[src/rtl/ugcc_pkg.sv]
`default_nettype none
// ----------------------------------------------------------------------------
// ugcc_pkg
// Shared types, codes and lookup tables of the UTF-8 glyph code classifier.
// ----------------------------------------------------------------------------
package ugcc_pkg;

   localparam logic [1:0] STATUS_OK       = 2'd0;
   localparam logic [1:0] STATUS_BAD_LEAD = 2'd1;
   localparam logic [1:0] STATUS_END      = 2'd2;

   localparam logic [2:0] MAX_SIZE_INDEX = 3'd6;
   localparam int         FONT_ROWS      = 14;
   localparam logic [3:0] LAST_ROW       = 4'(FONT_ROWS - 1);

   localparam logic [15:0] KANA_FIRST  = 16'hFF61;
   localparam logic [15:0] KANA_LAST   = 16'hFF9F;
   localparam logic [15:0] WIDE_FIRST  = 16'h3000;

   typedef struct packed {
      logic [15:0] code;
      logic [1:0]  len;
      logic [1:0]  status;
   } q_entry_type;

   typedef struct packed {
      logic [4:0] w;
      logic [4:0] h;
      logic [6:0] nbytes;
   } font_geom_type;

   localparam font_geom_type GEOM_TAB [0:FONT_ROWS-1] = '{
      '{5'd4,  5'd8,  7'd8 }, '{5'd5,  5'd10, 7'd10}, '{5'd6,  5'd12, 7'd12},
      '{5'd7,  5'd14, 7'd14}, '{5'd8,  5'd16, 7'd16}, '{5'd10, 5'd20, 7'd40},
      '{5'd12, 5'd24, 7'd48}, '{5'd8,  5'd8,  7'd8 }, '{5'd10, 5'd10, 7'd20},
      '{5'd12, 5'd12, 7'd24}, '{5'd14, 5'd14, 7'd28}, '{5'd16, 5'd16, 7'd32},
      '{5'd20, 5'd20, 7'd60}, '{5'd24, 5'd24, 7'd72}
   };

   localparam logic [7:0] KANA_TAB [0:62] = '{
      8'h02,8'h0C,8'h0D,8'h01,8'hFB,8'hF2,8'hA1,8'hA3,
      8'hA5,8'hA7,8'hA9,8'hE3,8'hE5,8'hE7,8'hC3,8'hFD,
      8'hA2,8'hA4,8'hA6,8'hA8,8'hAA,8'hAB,8'hAD,8'hAF,
      8'hB1,8'hB3,8'hB5,8'hB7,8'hB9,8'hBB,8'hBD,8'hBF,
      8'hC1,8'hC4,8'hC6,8'hC8,8'hCA,8'hCB,8'hCC,8'hCD,
      8'hCE,8'hCF,8'hD2,8'hD5,8'hD8,8'hDB,8'hDE,8'hDF,
      8'hE0,8'hE1,8'hE2,8'hE4,8'hE6,8'hE8,8'hE9,8'hEA,
      8'hEB,8'hEC,8'hED,8'hEF,8'hF3,8'h9B,8'h9C
   };

   function automatic logic is_wide_latin(input logic [15:0] c);
      logic r;
      unique case (c)
         16'h005C, 16'h00A2, 16'h00A3, 16'h00A7,
         16'h00A8, 16'h00AC, 16'h00B0, 16'h00B1,
         16'h00B4, 16'h00B6, 16'h00D7, 16'h00F7: r = 1'b1;
         default:                                r = 1'b0;
      endcase
      return r;
   endfunction

endpackage
`default_nettype wire

[src/rtl/ugcc_req_if.sv]
`default_nettype none
// ----------------------------------------------------------------------------
// ugcc_req_if
// Byte input channel: valid/ready handshake carrying one text byte.
// ----------------------------------------------------------------------------
interface ugcc_req_if;
   logic       valid;
   logic       ready;
   logic [7:0] text_byte;

   modport source (output valid, output text_byte, input ready);
   modport sink   (input valid, input text_byte, output ready);
endinterface
`default_nettype wire

[src/rtl/ugcc_rsp_if.sv]
`default_nettype none
// ----------------------------------------------------------------------------
// ugcc_rsp_if
// Result channel: valid/ready handshake carrying one classified code.
// ----------------------------------------------------------------------------
interface ugcc_rsp_if;
   logic        valid;
   logic        ready;
   logic [15:0] char_code;
   logic        full_width;
   logic [3:0]  font_number;
   logic [4:0]  glyph_width;
   logic [4:0]  glyph_height;
   logic [6:0]  glyph_bytes;
   logic [1:0]  seq_length;
   logic [1:0]  status;

   modport source (output valid, output char_code, output full_width,
                   output font_number, output glyph_width, output glyph_height,
                   output glyph_bytes, output seq_length, output status,
                   input ready);
   modport sink   (input valid, input char_code, input full_width,
                   input font_number, input glyph_width, input glyph_height,
                   input glyph_bytes, input seq_length, input status,
                   output ready);
endinterface
`default_nettype wire

[src/rtl/utf8_glyph_code_classifier.sv]
`default_nettype none
// ----------------------------------------------------------------------------
// utf8_glyph_code_classifier
// Top level: UTF-8 byte stream in, classified glyph codes with font geometry
// out.
// ----------------------------------------------------------------------------
// The block takes one text byte per cycle and gives at most one result per
// byte, one per cycle sustained while results are taken. The assembler turns
// a byte into a queue entry in the cycle it is accepted; the classifier takes
// the queue head into its output register once that register is free or is
// being taken. A QUEUE_DEPTH-entry queue between the two lets the input keep
// flowing while the result side stalls; the input stalls only when that queue
// is full. size_index saturates at 6 when written.
module utf8_glyph_code_classifier
   import ugcc_pkg::*;
#(
   parameter int FULL_OFFSET = 7,
   parameter int QUEUE_DEPTH = 4
) (
   input  wire logic        clock,
   input  wire logic        reset,
   input  wire logic        csr_wr_en,
   input  wire logic [2:0]  csr_wr_data,
   ugcc_req_if.sink         req_chan,
   ugcc_rsp_if.source       rsp_chan
);

   logic [2:0]  size_ff;
   logic        q_full, q_not_empty, push, pop;
   q_entry_type push_entry, head;

   always_ff @(posedge clock) begin
      if (reset) begin
         size_ff <= 3'd0;
      end else if (csr_wr_en) begin
         size_ff <= (csr_wr_data > MAX_SIZE_INDEX) ? MAX_SIZE_INDEX : csr_wr_data;
      end
   end

   ugcc_front u_front (
      .clock      (clock),
      .reset      (reset),
      .byte_valid (req_chan.valid),
      .text_byte  (req_chan.text_byte),
      .q_full     (q_full),
      .byte_ready (req_chan.ready),
      .push       (push),
      .push_entry (push_entry)
   );

   ugcc_fifo #(.DEPTH(QUEUE_DEPTH)) u_fifo (
      .clock      (clock),
      .reset      (reset),
      .push       (push),
      .push_entry (push_entry),
      .pop        (pop),
      .full       (q_full),
      .not_empty  (q_not_empty),
      .head       (head)
   );

   ugcc_back #(.FULL_OFFSET(FULL_OFFSET)) u_back (
      .clock      (clock),
      .reset      (reset),
      .size_index (size_ff),
      .head_valid (q_not_empty),
      .head       (head),
      .pop        (pop),
      .rsp        (rsp_chan)
   );

endmodule
`default_nettype wire

[src/rtl/ugcc_front.sv]
`default_nettype none
// ----------------------------------------------------------------------------
// ugcc_front
// Sequence assembler: gathers UTF-8 bytes into codes, flags bad leads and
// end of string, and pushes one queue entry per finished sequence.
// ----------------------------------------------------------------------------
module ugcc_front
   import ugcc_pkg::*;
(
   input  wire logic        clock,
   input  wire logic        reset,
   input  wire logic        byte_valid,
   input  wire logic [7:0]  text_byte,
   input  wire logic        q_full,
   output logic             byte_ready,
   output logic             push,
   output q_entry_type      push_entry
);

   logic [1:0] pend_ff, pend_in;
   logic [9:0] part_ff, part_in;
   logic [1:0] total_ff, total_in;
   logic       take;
   logic       emit;
   logic [5:0] low6;

   assign byte_ready = !q_full;
   assign take       = byte_valid && byte_ready;
   assign low6       = text_byte[5:0];
   assign push       = take && emit;

   always_comb begin
      pend_in    = pend_ff;
      part_in    = part_ff;
      total_in   = total_ff;
      emit       = 1'b0;
      push_entry = '{code: 16'd0, len: 2'd0, status: STATUS_OK};
      priority if (text_byte == 8'd0) begin
         pend_in = 2'd0; part_in = 10'd0; total_in = 2'd0;
         emit = 1'b1;
         push_entry.status = STATUS_END;
      end else if (pend_ff == 2'd1) begin
         pend_in = 2'd0; part_in = 10'd0; total_in = 2'd0;
         emit = 1'b1;
         push_entry.code = {part_ff, low6};
         push_entry.len  = total_ff;
      end else if (pend_ff == 2'd2) begin
         pend_in = 2'd1;
         part_in = {part_ff[3:0], low6};
      end else if (!text_byte[7]) begin
         emit = 1'b1;
         push_entry.code = {8'd0, text_byte};
         push_entry.len  = 2'd1;
      end else if (text_byte[7:5] == 3'b110) begin
         pend_in = 2'd1; part_in = {5'd0, text_byte[4:0]}; total_in = 2'd2;
      end else if (text_byte[7:4] == 4'b1110) begin
         pend_in = 2'd2; part_in = {6'd0, text_byte[3:0]}; total_in = 2'd3;
      end else begin
         pend_in = 2'd0; part_in = 10'd0; total_in = 2'd0;
         emit = 1'b1;
         push_entry.status = STATUS_BAD_LEAD;
      end
   end

   always_ff @(posedge clock) begin
      if (reset) begin
         pend_ff  <= 2'd0;
         part_ff  <= 10'd0;
         total_ff <= 2'd0;
      end else if (take) begin
         pend_ff  <= pend_in;
         part_ff  <= part_in;
         total_ff <= total_in;
      end
   end

endmodule
`default_nettype wire

[src/rtl/ugcc_fifo.sv]
`default_nettype none
// ----------------------------------------------------------------------------
// ugcc_fifo
// Small register queue between the assembler and the classifier.
// ----------------------------------------------------------------------------
module ugcc_fifo
   import ugcc_pkg::*;
#(
   parameter int DEPTH = 4
) (
   input  wire logic         clock,
   input  wire logic         reset,
   input  wire logic         push,
   input  wire q_entry_type  push_entry,
   input  wire logic         pop,
   output logic              full,
   output logic              not_empty,
   output q_entry_type       head
);

   localparam int AW = (DEPTH > 1) ? $clog2(DEPTH) : 1;

   q_entry_type         mem_ff [0:DEPTH-1];
   logic [AW-1:0]       wr_ptr_ff, rd_ptr_ff;
   logic [AW:0]         count_ff;

   assign full      = (count_ff == (AW+1)'(DEPTH));
   assign not_empty = (count_ff != '0);
   assign head      = mem_ff[rd_ptr_ff];

   always_ff @(posedge clock) begin
      if (push) begin
         mem_ff[wr_ptr_ff] <= push_entry;
      end
   end

   always_ff @(posedge clock) begin
      if (reset) begin
         wr_ptr_ff <= '0;
         rd_ptr_ff <= '0;
         count_ff  <= '0;
      end else begin
         if (push) begin
            wr_ptr_ff <= (wr_ptr_ff == AW'(DEPTH - 1)) ? '0 : wr_ptr_ff + 1'b1;
         end
         if (pop) begin
            rd_ptr_ff <= (rd_ptr_ff == AW'(DEPTH - 1)) ? '0 : rd_ptr_ff + 1'b1;
         end
         unique case ({push, pop})
            2'b10:   count_ff <= count_ff + 1'b1;
            2'b01:   count_ff <= count_ff - 1'b1;
            default: count_ff <= count_ff;
         endcase
      end
   end

endmodule
`default_nettype wire

[src/rtl/ugcc_back.sv]
`default_nettype none
// ----------------------------------------------------------------------------
// ugcc_back
// Classifier: substitutions, width class, kana remap and font geometry,
// registered into the result channel.
// ----------------------------------------------------------------------------
module ugcc_back
   import ugcc_pkg::*;
#(
   parameter int FULL_OFFSET = 7
) (
   input  wire logic        clock,
   input  wire logic        reset,
   input  wire logic [2:0]  size_index,
   input  wire logic        head_valid,
   input  wire q_entry_type head,
   output logic             pop,
   ugcc_rsp_if.source       rsp
);

   logic        valid_ff;
   logic [15:0] code_ff, code_in;
   logic        full_ff, full_in;
   logic [3:0]  row_ff, row_in;
   logic [4:0]  w_ff, h_ff;
   logic [6:0]  nb_ff;
   logic [1:0]  len_ff, status_ff;
   logic [15:0] sub_code;
   logic [4:0]  row_sum;
   logic        is_ok;
   font_geom_type geom;

   assign pop   = head_valid && (!valid_ff || rsp.ready);
   assign is_ok = (head.status == STATUS_OK);

   always_comb begin
      unique case (head.code)
         16'hFF3C: sub_code = 16'h005C;
         16'hFFE0: sub_code = 16'h00A2;
         16'hFFE1: sub_code = 16'h00A3;
         16'hFFE2: sub_code = 16'h00AC;
         default:  sub_code = head.code;
      endcase
      code_in = sub_code;
      if (sub_code < WIDE_FIRST) begin
         full_in = is_wide_latin(sub_code);
      end else begin
         full_in = 1'b1;
         if (sub_code >= KANA_FIRST && sub_code <= KANA_LAST) begin
            code_in = WIDE_FIRST + {8'd0, KANA_TAB[6'(sub_code - KANA_FIRST)]};
         end
      end
      row_sum = {2'd0, size_index} + (full_in ? 5'(FULL_OFFSET) : 5'd0);
      row_in  = (row_sum > {1'b0, LAST_ROW}) ? LAST_ROW : row_sum[3:0];
      geom    = GEOM_TAB[row_in];
   end

   always_ff @(posedge clock) begin
      if (reset) begin
         valid_ff <= 1'b0;
      end else if (pop) begin
         valid_ff <= 1'b1;
      end else if (rsp.ready) begin
         valid_ff <= 1'b0;
      end
   end

   always_ff @(posedge clock) begin
      if (pop) begin
         code_ff   <= is_ok ? code_in : 16'd0;
         full_ff   <= is_ok && full_in;
         row_ff    <= is_ok ? row_in : 4'd0;
         w_ff      <= is_ok ? geom.w : 5'd0;
         h_ff      <= is_ok ? geom.h : 5'd0;
         nb_ff     <= is_ok ? geom.nbytes : 7'd0;
         len_ff    <= is_ok ? head.len : 2'd0;
         status_ff <= head.status;
      end
   end

   assign rsp.valid        = valid_ff;
   assign rsp.char_code    = code_ff;
   assign rsp.full_width   = full_ff;
   assign rsp.font_number  = row_ff;
   assign rsp.glyph_width  = w_ff;
   assign rsp.glyph_height = h_ff;
   assign rsp.glyph_bytes  = nb_ff;
   assign rsp.seq_length   = len_ff;
   assign rsp.status       = status_ff;

endmodule
`default_nettype wire

[src/flat_wrapper.sv]
// flat-port wrapper written by rule: the top's interface ports become plain ports
module utf8_glyph_code_classifier_flat import ugcc_pkg::*;
#(
   parameter int FULL_OFFSET = 7,
   parameter int QUEUE_DEPTH = 4
)
  (clock, reset, csr_wr_en, csr_wr_data, req_chan_valid, req_chan_text_byte, req_chan_ready, rsp_chan_valid, rsp_chan_char_code, rsp_chan_full_width, rsp_chan_font_number, rsp_chan_glyph_width, rsp_chan_glyph_height, rsp_chan_glyph_bytes, rsp_chan_seq_length, rsp_chan_status, rsp_chan_ready);
  ugcc_req_if req_chan_i ();
  ugcc_rsp_if rsp_chan_i ();
  input  wire logic clock;
  input  wire logic reset;
  input  wire logic csr_wr_en;
  input  wire logic [2:0] csr_wr_data;
  input wire logic [$bits(req_chan_i.valid)-1:0] req_chan_valid;
  input wire logic [$bits(req_chan_i.text_byte)-1:0] req_chan_text_byte;
  output wire logic [$bits(req_chan_i.ready)-1:0] req_chan_ready;
  output wire logic [$bits(rsp_chan_i.valid)-1:0] rsp_chan_valid;
  output wire logic [$bits(rsp_chan_i.char_code)-1:0] rsp_chan_char_code;
  output wire logic [$bits(rsp_chan_i.full_width)-1:0] rsp_chan_full_width;
  output wire logic [$bits(rsp_chan_i.font_number)-1:0] rsp_chan_font_number;
  output wire logic [$bits(rsp_chan_i.glyph_width)-1:0] rsp_chan_glyph_width;
  output wire logic [$bits(rsp_chan_i.glyph_height)-1:0] rsp_chan_glyph_height;
  output wire logic [$bits(rsp_chan_i.glyph_bytes)-1:0] rsp_chan_glyph_bytes;
  output wire logic [$bits(rsp_chan_i.seq_length)-1:0] rsp_chan_seq_length;
  output wire logic [$bits(rsp_chan_i.status)-1:0] rsp_chan_status;
  input wire logic [$bits(rsp_chan_i.ready)-1:0] rsp_chan_ready;
  assign req_chan_i.valid = req_chan_valid;
  assign req_chan_i.text_byte = req_chan_text_byte;
  assign req_chan_ready = req_chan_i.ready;
  assign rsp_chan_valid = rsp_chan_i.valid;
  assign rsp_chan_char_code = rsp_chan_i.char_code;
  assign rsp_chan_full_width = rsp_chan_i.full_width;
  assign rsp_chan_font_number = rsp_chan_i.font_number;
  assign rsp_chan_glyph_width = rsp_chan_i.glyph_width;
  assign rsp_chan_glyph_height = rsp_chan_i.glyph_height;
  assign rsp_chan_glyph_bytes = rsp_chan_i.glyph_bytes;
  assign rsp_chan_seq_length = rsp_chan_i.seq_length;
  assign rsp_chan_status = rsp_chan_i.status;
  assign rsp_chan_i.ready = rsp_chan_ready;
  utf8_glyph_code_classifier #(.FULL_OFFSET(FULL_OFFSET), .QUEUE_DEPTH(QUEUE_DEPTH)) u_core (.clock(clock), .reset(reset), .csr_wr_en(csr_wr_en), .csr_wr_data(csr_wr_data), .req_chan(req_chan_i), .rsp_chan(rsp_chan_i));
endmodule
[config.mk]
export PLATFORM = sky130hd
export DESIGN_NAME = utf8_glyph_code_classifier_flat
export DESIGN_NICKNAME = d
export VERILOG_FILES = /design/src/rtl/ugcc_pkg.sv /design/src/rtl/ugcc_req_if.sv /design/src/rtl/ugcc_rsp_if.sv /design/src/rtl/utf8_glyph_code_classifier.sv /design/src/rtl/ugcc_front.sv /design/src/rtl/ugcc_fifo.sv /design/src/rtl/ugcc_back.sv /design/src/flat_wrapper.sv
export SDC_FILE = /design/constraint.sdc
export NUM_CORES = 1
export LEC_CHECK = 0
export BUFFER_PORTS_ARGS = -buffer_cell sky130_fd_sc_hd__buf_2
export CORE_ASPECT_RATIO = 0.6
export CORE_MARGIN = 5
export CORE_UTILIZATION = 54
export DETAILED_ROUTE_END_ITERATION = 10
export HOLD_SLACK_MARGIN = 0.06
export PLACE_DENSITY = 0.74
export SYNTH_ARGS = -nofsm -noshare
export SYNTH_HDL_FRONTEND = slang
export SYNTH_SLANG_ARGS = --single-unit
[constraint.sdc]
create_clock -name clock -period 6.2 [get_ports clock]
set_input_delay 0.31 -clock clock [delete_from_list [all_inputs] [get_ports clock]]
set_output_delay 0.31 -clock clock [all_outputs]
set_load 0.005 [all_outputs]
==> flow_metrics.py <==
metrics = {
    "logic_synthesis": {
        "synth-async-reset-ratio_pct": 0,
        "syn_avg_cell_area_um2": 12.5,
        "ys_seq_area_share_pct": 57.0,
        "synth.distinct_cells": 77,
        "yosys_warnings": 0,
        "syn_inst": 579,
        "syn-cell-area_mm2": 0.00722,
        "yosysTopAreaCell": "edfxtp_1",
        "ys_ff_latch": 146,
        "synth-main-ff-cell": "edfxtp_1",
        "synth-edff-count": 119,
        "synth.area.top_cells": "edfxtp_1 50%, dfxtp_1 7.5%, ha_1 4.3%",
        "synth_top_area_share_pct": 49.5,
    },
    "placement": {
        "place_area_mm2": 0.00771,
        "port-buffer-count": 57,
        "routabilityCongestion": 0.979,
        "place_inst": 796,
        "pre_cts_slack_ns": 0.210,
        "dp_hpwl_um": 11900,
    },
    "sta": {
        "period_share_pct": 94.6,
        "finalWorstSetupSlack_ns": 0.332,
        "setup_viol": 0,
        "clock_skew_ns": 0.0103,
        "setup_tns_ns": 0,
        "rsz0062_at_grt": "no",
        "slew_headroom_pct": 26.6,
        "slew_viol_final": 0,
        "hold_viol": 0,
        "finalCriticalPeriod_ns": 5.87,
        "worstMarginPinSlew_ns": 1.10,
        "max_freq_mhz": 170,
    },
    "worst_setup_path": {
        "critPathKind": "reg2reg",
        "cp-start-kind": "flip-flop",
        "worstPathRequired_ns": 6.35,
        "crit_buf_inv": 5,
        "critPathCaptureType": "flip-flop",
        "path_delay_family": "adder cells",
        "critPathMostFrequentCell": "nor2_1",
        "critical_path.slowest_cell": "mux4_2",
        "max_stage_delay_ns": 0.62,
        "critPathArrivalTime_ns": 6.02,
        "cp_max_fo": 14,
    },
    "clocking": {
        "clkLatencyLatePin_ns": 0.42,
        "cts_made_buffers": 17,
        "ctsRootBufferMaster": "clkbuf_16",
        "cts_hold_buffers": 0,
        "clock_path_buffers": 2,
        "ctsResizeCount": 0,
        "cts_tree": "done",
        "clkTransAtPathRegs_ns": 0.06,
        "cts_setup_buffers": 0,
        "cts.sinks": 146,
        "h-tree-depth": 4,
    },
    "floorplanning": {
        "die_w_um": 159,
        "rows": 32,
        "die_h_um": 99.5,
        "core-area_mm2": 0.0130,
        "top_level_ports": 60,
        "start_util_pct": 55.6,
        "dieArea_mm2": 0.0159,
    },
    "power_and_ir_drop": {
        "cellPowerDensity_mw_per_mm2": 516,
        "leakagePower_nw": 3.15,
        "vdd_drop_max_mv": 0.435,
    },
    "final_layout": {
        "finish.utilization_pct": 64.4,
        "layout_common_cells": "119 x edfxtp_1, 62 x nor2_1, 57 x buf_2, 35 x a21oi_1",
        "nets": 688,
        "fin_area_mm2": 0.00836,
        "final_cells": 828,
        "fill_cells": 987,
        "final_common_cell": "edfxtp_1",
        "syn2layout_area_growth_pct": 15.8,
        "diodes": 0,
        "drive_gt1_share_pct": 21.3,
    },
    "min_path": {
        "hold_class": "in2reg",
        "min-delay-start": "csr_wr_data[2]",
    },
    "detailed_routing": {
        "drtPass1Iterations": 5,
        "via_count": 5016,
        "wirelength_um": 17100,
        "drc": 0,
        "ant_nets": 0,
        "wl_per_cell_um": 20.7,
        "drt_iter0_markers": 430,
        "viasPerCell": 6.06,
    },
    "global_route": {
        "grt_pass1_wl_um": 27700,
        "antenna_found_initial": 0,
        "grt_pass1_vias": 4983,
        "grt_max_degree": 42,
        "overflow": 0,
        "grt_use_total_pct": 22.3,
    },
    "status": {
        "outcome": "completed",
    },
    "job": {
        "drv_cap": 0,
    },
}
[state kept, by name, summed over array words and instances (netlist names), named ones only]
register,cells
u_core.u_fifo.mem_ff,80
u_core.size_ff,3
u_core.u_fifo.rd_ptr_ff,2
u_core.u_front.total_ff,2
u_core.u_back.rsp.font_number,4
u_core.u_fifo.wr_ptr_ff,2
u_core.u_front.pend_ff,2
u_core.u_fifo.count_ff,3
u_core.u_back.rsp.seq_length,2
u_core.u_back.rsp.full_width,1
u_core.u_back.rsp.status,2
u_core.u_back.rsp.valid,1
u_core.u_back.rsp.char_code,16
u_core.u_back.rsp.glyph_width,5
u_core.u_back.rsp.glyph_height,4
u_core.u_back.rsp.glyph_bytes,5
u_core.u_front.part_ff,10
[through the flow]
stage | hold slack (ns) | total power [W]
finish | 0.159 | 0.00431
global route | 0.169 | 0.00458
CTS | 0.148 | 0.00429
detailed placement | 0.452 | 0.00322
global placement | 0.450 | 0.00322
floorplan | 0.437 | 0.00268
[power by group]
group | leakage, nW | switching, W | internal, W
Combinational | 1.51 | 0.00114 | 0.000713
Clock | 0.282 | 0.000423 | 0.000637
Sequential | 1.36 | 0.0000699 | 0.00133
Total | 3.15 | 0.00163 | 0.00268
[synth_stat cells (all sizes together) (4+ instances only)]
cell / n
nor2: 64
nor3: 22
nand2: 30
a21oi: 36
xor2: 4
nor2b: 6
o31ai: 4
nand2b: 5
or2: 5
a22oi: 6
a21o: 4
nand3: 9
clkbuf: 16
and2: 29
ha: 25
edfxtp: 119
nor4b: 4
a211oi: 7
mux2i: 9
mux4: 21
buf: 11
o21ai: 16
inv: 30
dfxtp: 27
[cell families (layout without fill, tap and decap cells)]
family,Yosys count,after routing,share of synthesized area (%)
xor+xnor,7,7,0.850
buf+inv,58,136,3.73
mux,31,31,8.43
simple gates,194,194,14.3
fa+ha+maj,27,27,4.89
compound gates,115,115,10.8
other cells,1,2,0.0520
flops,146,146,57.0
[final timing paths]
kind | end | slack, ns | depth (start not counted)
hold / removal | u_core.size_ff[2] | 0.16 | 3
setup reg to reg | u_core.u_back.rsp.glyph_height[2] | 0.33 | 26
hold reg to reg | u_core.u_front.total_ff[0] | 0.46 | 2
setup / recovery | u_core.u_back.rsp.glyph_height[2] | 0.33 | 26
[routing by layer]
layer,vias to the layer above,GRT usage [%],part of all wire [%]
met5,-,0,0
met4,0,5.83,1.2
met3,21,7.49,10
met2,257,32.3,43
met1,2430,32.5,46
li1,2308,-,-
[cell type report]
cell class	instances	area, um2	area share (%)
clock buffer	17	425	5.09
clock inverter	15	183	2.19
inverter	31	116	1.39
multi-input combinational	376	2890	34.5
sequential	146	4120	49.3
tap	170	213	2.55
timing repair buffer	73	418	5.00
[tightest hold or removal path, delay by kind of cell]
kind,cells,cell delay [ns]
buffers and inverters,1,0.09
AND/OR/NAND/NOR,1,0.08
multiplexers,1,0.06
Note: power is estimated with default switching activity, not from simulation.
